[config.mk]
export PLATFORM = sky130hd
export DESIGN_NAME = icgs_fifo
export DESIGN_NICKNAME = d
export VERILOG_FILES = /design/src/sv/assert_macros.svh /design/src/sv/icgs_fifo.sv
export SDC_FILE = /design/constraint.sdc
export NUM_CORES = 1
export LEC_CHECK = 0
export BUFFER_PORTS_ARGS = -buffer_cell sky130_fd_sc_hd__buf_4
export CORE_MARGIN = 2
export CORE_UTILIZATION = 45
export CTS_BUF_LIST = sky130_fd_sc_hd__clkbuf_8
export DETAILED_ROUTE_END_ITERATION = 7
export GPL_ROUTABILITY_DRIVEN = 0
export PLACE_DENSITY = 0.67
export SYNTH_ARGS = -nofsm -noshare
export SYNTH_HDL_FRONTEND = slang
export SYNTH_SLANG_ARGS = --single-unit
[constraint.sdc]
create_clock -name i_clk -period 2.62 [get_ports i_clk]
set_input_delay 0.262 -clock i_clk [delete_from_list [all_inputs] [get_ports i_clk]]
set_output_delay 0.262 -clock i_clk [all_outputs]
set_load 0.005 [all_outputs]
[src/sv/assert_macros.svh]
// Assertion macros used by the RTL file icgs_back of the cluster scorer.
`ifndef ASSERT_MACROS_SVH
`define ASSERT_MACROS_SVH
`ifndef SYNTH
// Checked on every rising edge, ignored while reset is held.
`define ASSERT_CLK(lbl, clk, rst_n, prop) \
    lbl: assert property (@(posedge clk) disable iff (!rst_n) prop) \
        else $error("assertion failed");
// Checked on every rising edge, reset included.
`define ASSERT_ALWAYS(lbl, clk, prop) \
    lbl: assert property (@(posedge clk) prop) else $error("assertion failed");
`else
`define ASSERT_CLK(lbl, clk, rst_n, prop)
`define ASSERT_ALWAYS(lbl, clk, prop)
`endif
`endif

[src/sv/icgs_fifo.sv]
// ----------------------------------------------------------------------------
// icgs_fifo
// Small synchronous queue with registered entries.
// ----------------------------------------------------------------------------
`default_nettype none
module icgs_fifo #(
    parameter int W     = 8,
    parameter int DEPTH = 4
) (
    input  wire logic         i_clk,
    input  wire logic         i_rst_n,
    input  wire logic         i_push,
    input  wire logic [W-1:0] i_din,
    input  wire logic         i_pop,
    output logic [W-1:0]      o_dout,
    output logic              o_full,
    output logic              o_empty
);
    localparam int PW = (DEPTH > 1) ? $clog2(DEPTH) : 1;

    logic [W-1:0]  r_mem [DEPTH];
    logic [PW-1:0] r_wp, n_wp;
    logic [PW-1:0] r_rp, n_rp;
    logic [PW:0]   r_cnt, n_cnt;
    logic          do_push, do_pop;

    assign o_full  = (r_cnt == (PW+1)'(DEPTH));
    assign o_empty = (r_cnt == '0);
    assign do_push = i_push && !o_full;
    assign do_pop  = i_pop && !o_empty;
    assign o_dout  = r_mem[r_rp];

    always_comb begin
        n_wp  = r_wp;
        n_rp  = r_rp;
        n_cnt = r_cnt;
        if (do_push) begin
            n_wp = (r_wp == PW'(DEPTH-1)) ? '0 : r_wp + 1'b1;
        end
        if (do_pop) begin
            n_rp = (r_rp == PW'(DEPTH-1)) ? '0 : r_rp + 1'b1;
        end
        if (do_push && !do_pop) begin
            n_cnt = r_cnt + 1'b1;
        end else if (do_pop && !do_push) begin
            n_cnt = r_cnt - 1'b1;
        end
    end

    always_ff @(posedge i_clk) begin
        if (!i_rst_n) begin
            r_wp  <= '0;
            r_rp  <= '0;
            r_cnt <= '0;
        end else begin
            r_wp  <= n_wp;
            r_rp  <= n_rp;
            r_cnt <= n_cnt;
        end
    end

    always_ff @(posedge i_clk) begin
        if (do_push) begin
            r_mem[r_wp] <= i_din;
        end
    end
endmodule
`default_nettype wire

==> results of run 1 <==
[final cells by class]
type	instances	area share, %
clock buffer	5	3.54
timing repair buffer	22	8.50
clock inverter	3	2.00
multi-input combinational	45	23.7
tap	46	2.96
sequential	41	58.7
inverter	3	0.580
[cell families after synthesis]
family,share of synthesized area (%)
AND/OR/NAND/NOR,6.60
buffers and inverters,1.76
AO/OA/AOI/OAI,1.84
flip-flops,70.0
multiplexers,12.9
adder cells (fa/ha/maj),5.83
XOR/XNOR,1.07
[power by group]
part           total (mW)  internal (mW)  leakage [nW]  switching, mW
registers           0.885          0.801         0.367         0.0840
clock network       0.478          0.279        0.0593          0.200
logic               0.433          0.263         0.287          0.171
[sequential cells by signal, indices dropped and copies added (netlist names), named ones only]
register and cells:
r_mem 32, r_rp 2, r_cnt 3, r_wp 2
[per-stage QoR]
| stage | std cells | hold WS (ns) | util (%) |
|---|---|---|---|
| after CTS | 165 | 0.165 | 56.9 |
| after detailed placement | 157 | 0.469 | 53.7 |
| after global routing | 165 | 0.163 | 56.9 |
| after global placement | 157 | 0.462 | 53.7 |
| after floorplan | 93 | 0.361 | - |
| final | 165 | 0.173 | 56.9 |
[placed cells by master (no fill, tap or decap)]
cell type / count
edfxtp_1: 32
buf_4: 22
dfxtp_1: 9
mux4_2: 8
nand2_1: 6
ha_1: 6
and2_1: 5
clkbuf_8: 5
inv_1: 4
mux2i_1: 3
o21ai_0: 3
nor2b_1: 2
nor2_1: 2
nand3_1: 2
nor3b_2: 1
nor3_1: 1
o31ai_1: 1
xnor2_1: 1
xor2_1: 1
or3_1: 1
a21boi_0: 1
fa_1: 1
clkinv_2: 1
bufinv_16: 1
[final timing paths]
check	start	end	slack (ns)	cells past startpoint
hold / removal	i_din[6]	r_mem[0][6]$_DFFE_PP_	0.17	1
hold reg to reg	r_wp[1]$_SDFFE_PN0P_	r_wp[1]$_SDFFE_PN0P_	0.51	2
setup reg to reg	r_cnt[0]$_SDFFE_PN0P_	r_cnt[2]$_SDFFE_PN0P_	0.24	7
setup / recovery	r_cnt[0]$_SDFFE_PN0P_	r_cnt[2]$_SDFFE_PN0P_	0.24	7
[per-layer routing]
metal | up-vias | global-route usage [%] | share of wire, %
li1 | 394 | - | -
met1 | 400 | 15.9 | 40
met2 | 18 | 23.7 | 53
met3 | 5 | 5.11 | 4.2
met4 | 0 | 8.24 | 2.4
met5 | - | 0 | 0
==> metrics.txt, run 1 <==
hpwl dp=roughly 1700 microns; Slew HR=about 61%; number of synthesized flops with an enable pin=32; worst slew pin tran=roughly 0.58 ns; TritonCTS buffer count=5; antenna fix cells=0; Post-Syn Nets=approximately 110; largest net degree at the start of global routing=14; initial antenna violation count=0; # rows=21; outcome=complete, no violations; Initial DRC Count=27; DRC=0; I/O pins=22; core box area=between 3000 and 4000 sq um; Die H=64.2 microns; CP bufs+invs=1; total congestion overflow=0; Synth-to-Final Area Change=19.2%; DR vias/cell=roughly 5.0; setup_tns=0 ns; drt total wl=around 2500 microns; leading area contributor after synthesis=edfxtp_1; Tcrit/Tclk final=about nine tenths; die area=between 4000 and 5000 sq um; Gate Count Post-Synth=93; pwr dens=924 nW/um^2; endpoint class of the critical path=flop; register area=around 1100 sq um; # hold bufs at CTS=0; vias in the first global route=around 870; Worst Setup Start Kind=flop; Post-synth top cells=32 x edfxtp_1, 9 x dfxtp_1, 8 x mux4_2; # Max-Cap Violations=0; Max stage delay cell, worst path=o31ai_1; input/output buffers=21; synthesized area=around 1600 sq um; Syn Area/Cell=roughly 18 sq um; cell family with most CP delay=compound AO/OA/AOI/OAI gates; Warnings, synthesis=0; Finish-stage setup viols=0; Worst Hold Class=in2reg; kind of critical path=reg2reg; post-cts sizing count=0; Slew Limit Fails=0; top cell type's share of synthesized area=around 59%; number of distinct library cells after synthesis=23; cell area after layout=1940 sq um; Synth area leaders=edfxtp_1 59%, dfxtp_1 11%, mux4_2 11%; first-pass GRT wire length=4120 microns; Leakage=about 0.71 nW; Max Buffers Root-to-Sink=2; VDD IR max=0.413 mV; cells along the critical path=o31ai_1 -> ha_1 -> inv_1 -> fa_1 -> xor2_1 -> or3_1 -> a21boi_0; Primary FF master, synth=edfxtp_1; Arr. time, crit path=2.60 ns; Fmax=approximately 420 MHz; #FFs+latches synth=41; async set or reset register ratio after synthesis=0%; worst slack at placement=about 0.24 ns; final worst setup slack=0.235 ns; register area share after synthesis=a little over two thirds; clock transition at the registers of the reported paths=~0.070 ns; WL/cell=15.2 microns; crit path max fanout=5; width of the chip=64.2 microns; initial core utilization=around 48%; Setup Skew=between 0.003 and 0.004 ns; final net count=roughly 140; post-CTS setup buffer count=0; Post-DRT Antenna Nets=0; area of the multi-input gates=~460 sq um; post-layout minimum cycle time=2.38 ns; via count=between 800 and 900; Root Buffer=clkbuf_8; CTS tree=built; Crit path required time=approximately 2.8 ns; Power, Total=between 1.5 and 2 mW; CTS H-tree depth=2; Clk Latency, worst-skew pair=roughly 0.28 ns; count leader, synth=edfxtp_1; Sink Count=between 40 and 50; Final Hold Violating Endpoints=0; Overall Global Routing Usage=between 10 and 15%; RSZ-0062 raised after global routing=false; Cell Area, Placed=roughly 1800 sq um; Fillers=~280; CP max stage delay=between 0.5 and 0.6 ns; layout cells sized above 1=about a third; Pre-antenna DRT Iters=3
(Power assumes the default switching activity.)
==> run 2, diff against run 1 <==
--- a/config.mk
+++ b/config.mk
@@ -12,6 +12,7 @@
 export DETAILED_ROUTE_END_ITERATION = 7
 export GPL_ROUTABILITY_DRIVEN = 0
 export PLACE_DENSITY = 0.67
+export REMOVE_ABC_BUFFERS = 1
 export SYNTH_ARGS = -nofsm -noshare
 export SYNTH_HDL_FRONTEND = slang
 export SYNTH_SLANG_ARGS = --single-unit
==> metrics.txt, run 2 (synthesis gave the netlist of run 1 again) <==
VDD IR max=around 0.41 mV; hpwl dp=~1800 microns; initial core utilization=between 40 and 50%; Placed Cells=~160; cells along the critical path=o31ai_1 -> ha_1 -> inv_1 -> fa_1 -> xor2_1 -> or3_1 -> a21boi_0; endpoint class of the critical path=flop; DRC=0; initial antenna violation count=0; cell area after layout=between 1500 and 2000 sq um; worst slack at placement=around 0.29 ns; input/output buffers=21; total congestion overflow=0; CP max stage delay=around 0.52 ns; Power, Total=~1.8 mW; Clk Latency, worst-skew pair=0.29 ns; Initial DRC Count=38; # Max-Cap Violations=0; first-pass GRT wire length=just over 4000 microns; crit path max fanout=5; post-cts sizing count=0; die area=4120 sq um; biggest regs=r_mem (32), r_cnt (3); largest reg by FF count=r_mem; final core utilization=between 50% and 60%; post-layout minimum cycle time=roughly 2.3 ns; Worst Hold Class=in2reg; Tcrit/Tclk final=around nine tenths; Leakage=0.706 nW; antenna fix cells=0; Slew Limit Fails=0; Root Buffer=clkbuf_8; # rows=21; Setup Skew=approximately 0.0049 ns; WL/cell=15.6 microns; core box area=~3400 sq um; Sink Count=a little over 40; Fmax=431 MHz; Crit path required time=about 2.8 ns; Pre-antenna DRT Iters=5; Slew HR=between 60% and 70%; # hold bufs at CTS=0; final net count=between 100 and 150; DR vias/cell=4.98; Post-DRT Antenna Nets=0; Max stage delay cell, worst path=o31ai_1; Max Buffers Root-to-Sink=2; via count=about 820; layout cells sized above 1=31.9%; max FFs per register=32; Crit. Startpoint=r_cnt[0]$_SDFFE_PN0P_; width of the chip=around 64 microns; Fin Hold WS=between 0.15 and 0.2 ns; reg-to-reg startpoint=r_cnt[0]$_SDFFE_PN0P_; I/O pins=22; post-CTS setup buffer count=0; drt total wl=~2600 microns; largest net degree at the start of global routing=14; Final Non-Filler Cells=165; TritonCTS buffer count=5; Arr. time, crit path=about 2.5 ns; clock transition at the registers of the reported paths=approximately 0.08 ns; Overall Global Routing Usage=around 15%; Hold Crit Start=i_din[4]; CTS H-tree depth=2; pwr dens=slightly above 900 nW/um^2; outcome=complete, no violations; Cell Area, Placed=about 1800 sq um; Finish-stage setup viols=0; kind of critical path=reg2reg; RSZ-0062 raised after global routing=false; setup_tns=0 ns; vias in the first global route=881; CTS tree=built; Die H=approximately 64 microns; final worst setup slack=0.302 ns; Synth-to-Final Area Change=19.3%; commonest non-fill, non-tap cell in the layout=edfxtp_1; commonest cells after routing, fill and taps aside=32 x edfxtp_1, 22 x buf_4, 9 x dfxtp_1; worst slew pin tran=about 0.54 ns; Worst Setup Start Kind=flop; Final Hold Violating Endpoints=0
## run 2: changes by cell type in the layout (fill, tap and decap cells not counted), sizes merged
cell / before / now
inv: 4 / 3
clkinvlp: 0 / 1
## run 2: area by class of cell
cell class | instances | area (sq um)
Timing Repair Buffer | 22 | 165
Inverter | 3 | 11.3
Sequential cell | 41 | 1140
Multi-Input combinational cell | 45 | 460
Fill cell | 282 | 1470
Clock buffer | 5 | 68.8
Tap cell | 46 | 57.6
Clock inverter | 3 | 41.3
## run 2: per-layer routing
layer | track usage (%) | vias to the layer above | routed length, microns
li1 | - | 396 | -
met4 | 11.2 | 0 | 76
met3 | 4.40 | 5 | 94
met2 | 24.9 | 20 | 1380
met1 | 14.9 | 401 | 1020
met5 | 0 | - | 0
## run 2: path summary, 6_finish.rpt
kind | slack (ns) | cells after the start | endpoint
setup / recovery | 0.30 | 7 | r_cnt[2]$_SDFFE_PN0P_
hold / removal | 0.16 | 1 | r_mem[2][4]$_DFFE_PP_
setup reg to reg | 0.30 | 7 | r_cnt[2]$_SDFFE_PN0P_
hold reg to reg | 0.50 | 2 | r_wp[1]$_SDFFE_PN0P_
## run 2: critical path: cells and delay by family, from the launching register on
kind / cells / cell delay [ns]
AOI/OAI and AO/OA: 2 / 0.69
and+or+nand+nor: 1 / 0.31
buffers and inverters: 1 / 0.06
xor gates and xnor gates: 1 / 0.16
adders and majority gates: 2 / 0.67
DFF: 1 / 0.38
## run 2: power by group
part	internal [mW]	switching [mW]	total (mW)
Clock	0.280	0.213	0.493
Sequential	0.800	0.0855	0.886
Combinational	0.261	0.170	0.431
Total	1.34	0.468	1.81
==> run 3, diff against run 2 <==
--- a/config.mk
+++ b/config.mk
@@ -5,13 +5,16 @@
 export SDC_FILE = /design/constraint.sdc
 export NUM_CORES = 1
 export LEC_CHECK = 0
+export ABC_AREA = 0
 export BUFFER_PORTS_ARGS = -buffer_cell sky130_fd_sc_hd__buf_4
+export CELL_PAD_IN_SITES_DETAIL_PLACEMENT = 1
+export CELL_PAD_IN_SITES_GLOBAL_PLACEMENT = 1
 export CORE_MARGIN = 2
 export CORE_UTILIZATION = 45
 export CTS_BUF_LIST = sky130_fd_sc_hd__clkbuf_8
 export DETAILED_ROUTE_END_ITERATION = 7
 export GPL_ROUTABILITY_DRIVEN = 0
-export PLACE_DENSITY = 0.67
+export PLACE_DENSITY = 0.76
 export REMOVE_ABC_BUFFERS = 1
 export SYNTH_ARGS = -nofsm -noshare
 export SYNTH_HDL_FRONTEND = slang
==> metrics.txt, run 3 (synthesis gave the netlist of run 1 again) <==
hold worst-path end=r_mem[1][2]$_DFFE_PP_; Die H=about 64 microns; Setup Skew=0.00345 ns; # hold bufs at CTS=0; clock transition at the registers of the reported paths=approximately 0.080 ns; largest reg by FF count=r_mem; Worst Hold Class=in2reg; worst reg-to-reg setup slack=~0.27 ns; vias in the first global route=roughly 1000; Critical R2R Capture=r_cnt[2]$_SDFFE_PN0P_; register area=between 1000 and 1500 sq um; width of the chip=about 64 microns; initial core utilization=between 40% and 50%; input/output buffers=21; initial antenna violation count=0; die area=a little over 4000 sq um; Overall Global Routing Usage=approximately 17%; Fmax=approximately 430 MHz; Tcrit/Tclk final=about nine tenths; core box area=~3400 sq um; CTS tree=built; post-CTS setup buffer count=0; Fillers=around 330; reg-to-reg startpoint=r_cnt[0]$_SDFFE_PN0P_; Clk Latency, worst-skew pair=about 0.29 ns; I/O pins=22; crit path max fanout=5; Hold Crit Start=i_din[2]; Post-DRT Antenna Nets=0; # Max-Cap Violations=0; Root Buffer=clkbuf_8; via count=852; DRC=0; Worst Setup Start Kind=flop; commonest cells after routing, fill and taps aside=32 x edfxtp_1, 22 x buf_4, 9 x dfxtp_1; # rows=21; hpwl dp=2090 microns; post-cts sizing count=0; Synth-to-Final Area Change=17.9%; worst slack at placement=0.260 ns; area of the multi-input gates=approximately 460 sq um; final net count=137; WL/cell=between 15 and 20 microns; Crit path required time=~2.8 ns; total congestion overflow=0; Arr. time, crit path=around 2.6 ns; DR vias/cell=between 5 and 6; Max Buffers Root-to-Sink=2; drt total wl=about 2800 microns; Initial DRC Count=32; largest net degree at the start of global routing=14; FF-to-FF path depth=7; worst slew pin tran=0.548 ns; Sink Count=41; Final Hold Violating Endpoints=0; kind of critical path=reg2reg; final worst setup slack=0.273 ns; Slew Limit Fails=0; VDD IR max=roughly 0.36 mV; commonest non-fill, non-tap cell in the layout=edfxtp_1; Leakage=between 0.6 and 0.7 nW; Hold Path Cell Cnt=1; Slew HR=between 60% and 70%; RSZ-0062 raised after global routing=false; Power, Total=between 1.5 and 2 mW; outcome=complete, no violations; endpoint class of the critical path=flop; Finish-stage setup viols=0; biggest regs=r_mem (32), r_cnt (3); max FFs per register=32; layout cells sized above 1=between 30% and 40%; TritonCTS buffer count=5; antenna fix cells=0; first-pass GRT wire length=approximately 4900 microns; Pre-antenna DRT Iters=4; pwr dens=899 nW/um^2; final core utilization=roughly 56%; setup_tns=0 ns; post-layout minimum cycle time=2.35 ns; CTS H-tree depth=2
run 3: layout make-up:
cell class / instances / share of cell area [%]
clock buffers: 5 / 3.58
well taps: 46 / 2.99
inverters: 3 / 0.586
flip-flops and latches: 41 / 59.4
repair buffers: 22 / 8.59
multi-input cells: 45 / 24.0
clock inverters: 3 / 0.911
run 3: per-layer routing:
layer	vias up	track usage [%]	share of wire [%]
met3	2	5.28	3.8
met1	436	18.9	42
li1	397	-	-
met5	-	0	0
met4	0	6.12	0.64
met2	17	28.9	53
run 3: worst max-delay path by stage:
stage | slack [ns] | depth (start not counted) | end | start
2_1_floorplan | 0.50 | 8 | r_cnt[2]$_SDFFE_PN0P_ | r_cnt[0]$_SDFFE_PN0P_
3_3_place_gp | 0.44 | 7 | r_cnt[2]$_SDFFE_PN0P_ | r_cnt[0]$_SDFFE_PN0P_
3_5_place_dp | 0.26 | 7 | r_cnt[2]$_SDFFE_PN0P_ | r_cnt[0]$_SDFFE_PN0P_
4_1_cts | 0.24 | 7 | r_cnt[2]$_SDFFE_PN0P_ | r_cnt[0]$_SDFFE_PN0P_
5_1_grt | 0.09 | 7 | r_cnt[2]$_SDFFE_PN0P_ | r_cnt[0]$_SDFFE_PN0P_
6_report | 0.27 | 7 | r_cnt[2]$_SDFFE_PN0P_ | r_cnt[0]$_SDFFE_PN0P_
run 3: stage by stage:
stage / hold WS [ns] / cell area, sq um / std cells
detailed placement: 0.466 / 1840 / 157
global placement: 0.461 / 1840 / 157
finish: 0.170 / 1920 / 165
floorplan: 0.361 / 1610 / 89
CTS: 0.164 / 1920 / 165
global route: 0.161 / 1920 / 165
run 3: critical path, stage by stage (launching register included):
cell and delay [ns]:
dfxtp_1 0.38, o31ai_1 0.53, ha_1 0.29, inv_1 0.06
fa_1 0.37, xor2_1 0.16, or3_1 0.30, a21boi_0 0.18
run 3: power by group:
group	internal, mW	total, mW	switching (mW)
logic	0.263	0.440	0.177
registers	0.801	0.890	0.0896
clock network	0.184	0.398	0.214
total	1.25	1.73	0.481
